===== config.mk =====
export PLATFORM = sky130hd
export DESIGN_NAME = ihq_ram
export DESIGN_NICKNAME = d
export VERILOG_FILES = /design/src/assert_macros.svh /design/src/ihq_ram.sv
export SDC_FILE = /design/constraint.sdc
export NUM_CORES = 1
export LEC_CHECK = 0
export ABC_CLOCK_PERIOD_IN_PS = 1800
export BUFFER_PORTS_ARGS = -buffer_cell sky130_fd_sc_hd__buf_2
export CORE_MARGIN = 4
export CORE_UTILIZATION = 54
export CTS_CLUSTER_DIAMETER = 40
export DETAILED_ROUTE_END_ITERATION = 10
export PLACE_DENSITY = 0.74
export SLEW_MARGIN = 30
export SYNTH_ARGS = -nofsm -noshare
export SYNTH_HDL_FRONTEND = slang
export SYNTH_SLANG_ARGS = --single-unit

===== constraint.sdc =====
create_clock -name i_clk -period 1.8 [get_ports i_clk]
set_clock_uncertainty 0.15 [all_clocks]
set_input_delay 0.18 -clock i_clk [delete_from_list [all_inputs] [get_ports i_clk]]
set_output_delay 0.18 -clock i_clk [all_outputs]
set_load 0.01 [all_outputs]

===== src/assert_macros.svh =====
// assertion macros used by indexed_max_heap_queue
// no dependencies; include guard keeps a single definition
`ifndef ASSERT_MACROS_SVH
`define ASSERT_MACROS_SVH
`ifndef ASSERT_OFF
// same-cycle implication
`define ASSERT_SAME(lbl, clk, rst_n, ante, cons) \
    lbl: assert property (@(posedge clk) disable iff (!rst_n) (ante) |-> (cons)) \
        else $error("assertion failed");
// next-cycle implication
`define ASSERT_NEXT(lbl, clk, rst_n, ante, cons) \
    lbl: assert property (@(posedge clk) disable iff (!rst_n) (ante) |=> (cons)) \
        else $error("assertion failed");
`else
`define ASSERT_SAME(lbl, clk, rst_n, ante, cons)
`define ASSERT_NEXT(lbl, clk, rst_n, ante, cons)
`endif
`endif


===== src/ihq_ram.sv =====
// generic simple dual-port ram, one write and one registered read port
// no dependencies
module ihq_ram #(
    parameter int WIDTH = 8,
    parameter int DEPTH = 16
) (
    input  logic                     i_clk,
    input  logic                     i_we,
    input  logic [$clog2(DEPTH)-1:0] i_waddr,
    input  logic [WIDTH-1:0]         i_wdata,
    input  logic [$clog2(DEPTH)-1:0] i_raddr,
    output logic [WIDTH-1:0]         o_rdata
);
    logic [WIDTH-1:0] r_mem [DEPTH];

    // write port and registered read
    always_ff @(posedge i_clk) begin
        if (i_we) begin
            r_mem[i_waddr] <= i_wdata;
        end
        o_rdata <= r_mem[i_raddr];
    end
endmodule


==> flow_summary.json <==
{
  "syn_to_final_growth_pct": 20.2,
  "fin_crit_sh_pct": 86.8,
  "grt_pass1_vias": 2659,
  "setup_violations": 0,
  "cts_tree": "built",
  "wl_per_cell_um": 22.1,
  "numClockSinks": 136,
  "crit_path_end": "o_rdata[6]",
  "switching_power_w": 0.00144,
  "slew_violations": 0,
  "min_path_type": "in -> reg",
  "critical_path.top_delay_family": "multiplexers",
  "final_cell_mix": "edfxtp_1 (128), buf_2 (25), buf_4 (19)",
  "synth_cells": 229,
  "syn_avg_cell_area_um2": 22.5,
  "crit_chain": "mux4_2 -> a22oi_1 -> nand2_1",
  "hold_path_depth": 3,
  "yosysTopAreaCellShare_pct": 74.7,
  "path_buf_inv": 0,
  "final_common_cell": "edfxtp_1",
  "cp.required_ns": 2.04,
  "antenna_found_initial": 1,
  "place.gp.congestion": 0.770,
  "cellPowerDensity_nw_per_um2": 1150,
  "yosysWarningCount": 0,
  "status": "finished clean",
  "htreeDepth": 4,
  "rsz0062_at_grt": "no",
  "drcViolationCount": 0,
  "cp_max_fo": 1,
  "synth_cell_types": 19,
  "r2r_start": "r_mem[2][6]",
  "layout-drive-gt1-share_pct": 31.0,
  "die-area_um2": 11200,
  "drt_first_pass_iters": 4,
  "min_period_ns": 1.56,
  "crit_slowest_cell": "mux4_2",
  "coreArea_um2": 9240,
  "drtIter0Drc": 196,
  "fin_cells": 436,
  "p_int_w": 0.00565,
  "slowest_delay_ns": 0.52,
  "drt-total-wl_um": 9630,
  "p_leak_nw": 2.12,
  "grt_pass1_wl_um": 15500,
  "syn_nets": 247,
  "io_pins": 26,
  "worstHoldStart": "i_waddr[0]",
  "r2r_cells": 3,
  "pwr-share-clk_pct": 44.8,
  "slew_headroom_pct": 75.6,
  "r2r_end": "o_rdata[6]",
  "fin_ws_ns": 0.238,
  "p_comb_share_pct": 4.9,
  "placed_cells": 395,
  "fmax_ghz": 0.640,
  "regToRegSetupSlack_ns": 0.24,
  "yosys.area.top_type": "edfxtp_1",
  "vdd_drop_max_mv": 0.605,
  "die_w_um": 106,
  "grt_overflow": 0,
  "post_cts_buffers": 0,
  "nets": 311,
  "start_kind": "flop",
  "cts_resized": 0,
  "grt.total_usage_pct": 19.2,
  "die_y_um": 106,
  "detail-route-antenna-nets": 0,
  "cp-startpoint": "r_mem[2][6]",
  "cts.clk_slew.worst_paths_ns": 0.06,
  "syn-cell-area_um2": 5150,
  "setup_tns_ns": 0,
  "hold_viol": 0,
  "cts_buffer_depth": 2,
  "p_seq_share_pct": 50.3,
  "row_count": 35,
  "start_util_pct": 55.7,
  "via_count": 2516,
  "grt_max_degree": 33,
  "synth-seq-cells": 136,
  "holdWs_ns": 0.0747,
  "viasPerCell": 5.77,
  "criticalPathCategory": "reg -> reg",
  "dp_slack_ns": 0.109,
  "clock_latency_ns": 0.51,
  "portBuffers": 25,
  "drv_cap": 0,
  "post-dp-hpwl_um": 5760,
  "synth.area.top_cells": "edfxtp_1 (75%), mux4_2 (7.9%), mux4_1 (7.1%)",
  "worst_pin_slew_ns": 0.365,
  "cp.arrival_ns": 1.80,
  "swShare_pct": 20.4,
  "cp.depth": 3,
  "cts-root-buf": "clkbuf_8",
  "numCtsBuffers": 17,
  "crit_path_end_kind": "flop",
  "yosysSeqAreaShare_pct": 77.8,
  "fin_total_pwr_w": 0.00709
}
[logic make-up after synthesis]
| group | count (synthesis) | synth area share [%] |
|---|---|---|
| compound gates | 16 | 2.33 |
| flops | 136 | 77.8 |
| simple gates | 35 | 3.18 |
| mux | 32 | 15.0 |
| buf+inv | 10 | 1.68 |
[power groups by stage]
stage                     Clock [W]  Sequential (W)  Combinational [W]
final                       0.00318         0.00357           0.000350
after global routing        0.00336         0.00357           0.000381
after CTS                   0.00322         0.00357           0.000356
after detailed placement          0         0.00363           0.000336
after global placement            0         0.00363           0.000329
after floorplan                   0         0.00363           0.000180
[cell usage after synthesis]
library cell / number
dfxtp_1: 8
mux4_1: 14
nand3b_1: 2
nand2b_1: 2
nor3_1: 4
a22oi_1: 16
clkdlybuf4s25_2: 3
and2b_1: 1
nor2_1: 13
buf_6: 3
nand3_1: 1
mux4_2: 18
and2_1: 1
nor2b_1: 1
buf_4: 1
edfxtp_1: 128
buf_2: 3
or3b_2: 1
nand2_1: 9
[layout make-up]
type | count | area, µm²
Timing Repair Buffer | 55 | 408
Tap cell | 129 | 161
Fill cell | 584 | 3050
Multi-Input combinational cell | 83 | 1060
Antenna cell | 1 | 2.50
Clock buffer | 18 | 418
Clock inverter | 14 | 134
Sequential cell | 136 | 4000
[stage by stage]
| stage | util, % | cell area [µm²] |
|---|---|---|
| 2_1_floorplan | - | 5150 |
| 3_3_place_gp | 60.1 | 5560 |
| 3_5_place_dp | 60.1 | 5560 |
| 4_1_cts | 67.0 | 6190 |
| 5_1_grt | 67.0 | 6190 |
| 6_report | 67.0 | 6190 |
[repair_timing]
item / in CTS / in global routing
hold buffers: 8 / 0
endpoints found under the setup margin: 0 / 0
endpoints found under the hold margin: 128 / 0
[worst min path at each step]
stage,slack [ns],endpoint
3_3_place_gp,0.41,r_mem[2][6]
6_report,0.07,r_mem[0][5]
2_1_floorplan,0.13,r_mem[0][0]
3_5_place_dp,0.42,r_mem[1][6]
4_1_cts,0.06,r_mem[0][5]
5_1_grt,0.08,r_mem[0][5]
[flip-flops by register name, summed over array words and instances (netlist names)]
name	cells
o_rdata	8
r_mem	128
[per-layer routing]
layer / GRT usage [%] / part of all wire (%)
met2: 30.0 / 51
met5: 0 / 0
met3: 4.72 / 5.2
met1: 26.3 / 42
met4: 7.49 / 1.7
[worst min-delay path: cells and delay by family]
kind / cells / cell delay [ns]
and+or+nand+nor: 1 / 0.06
buffers and inverters: 2 / 0.32
Note: power is estimated with default switching activity, not from simulation.
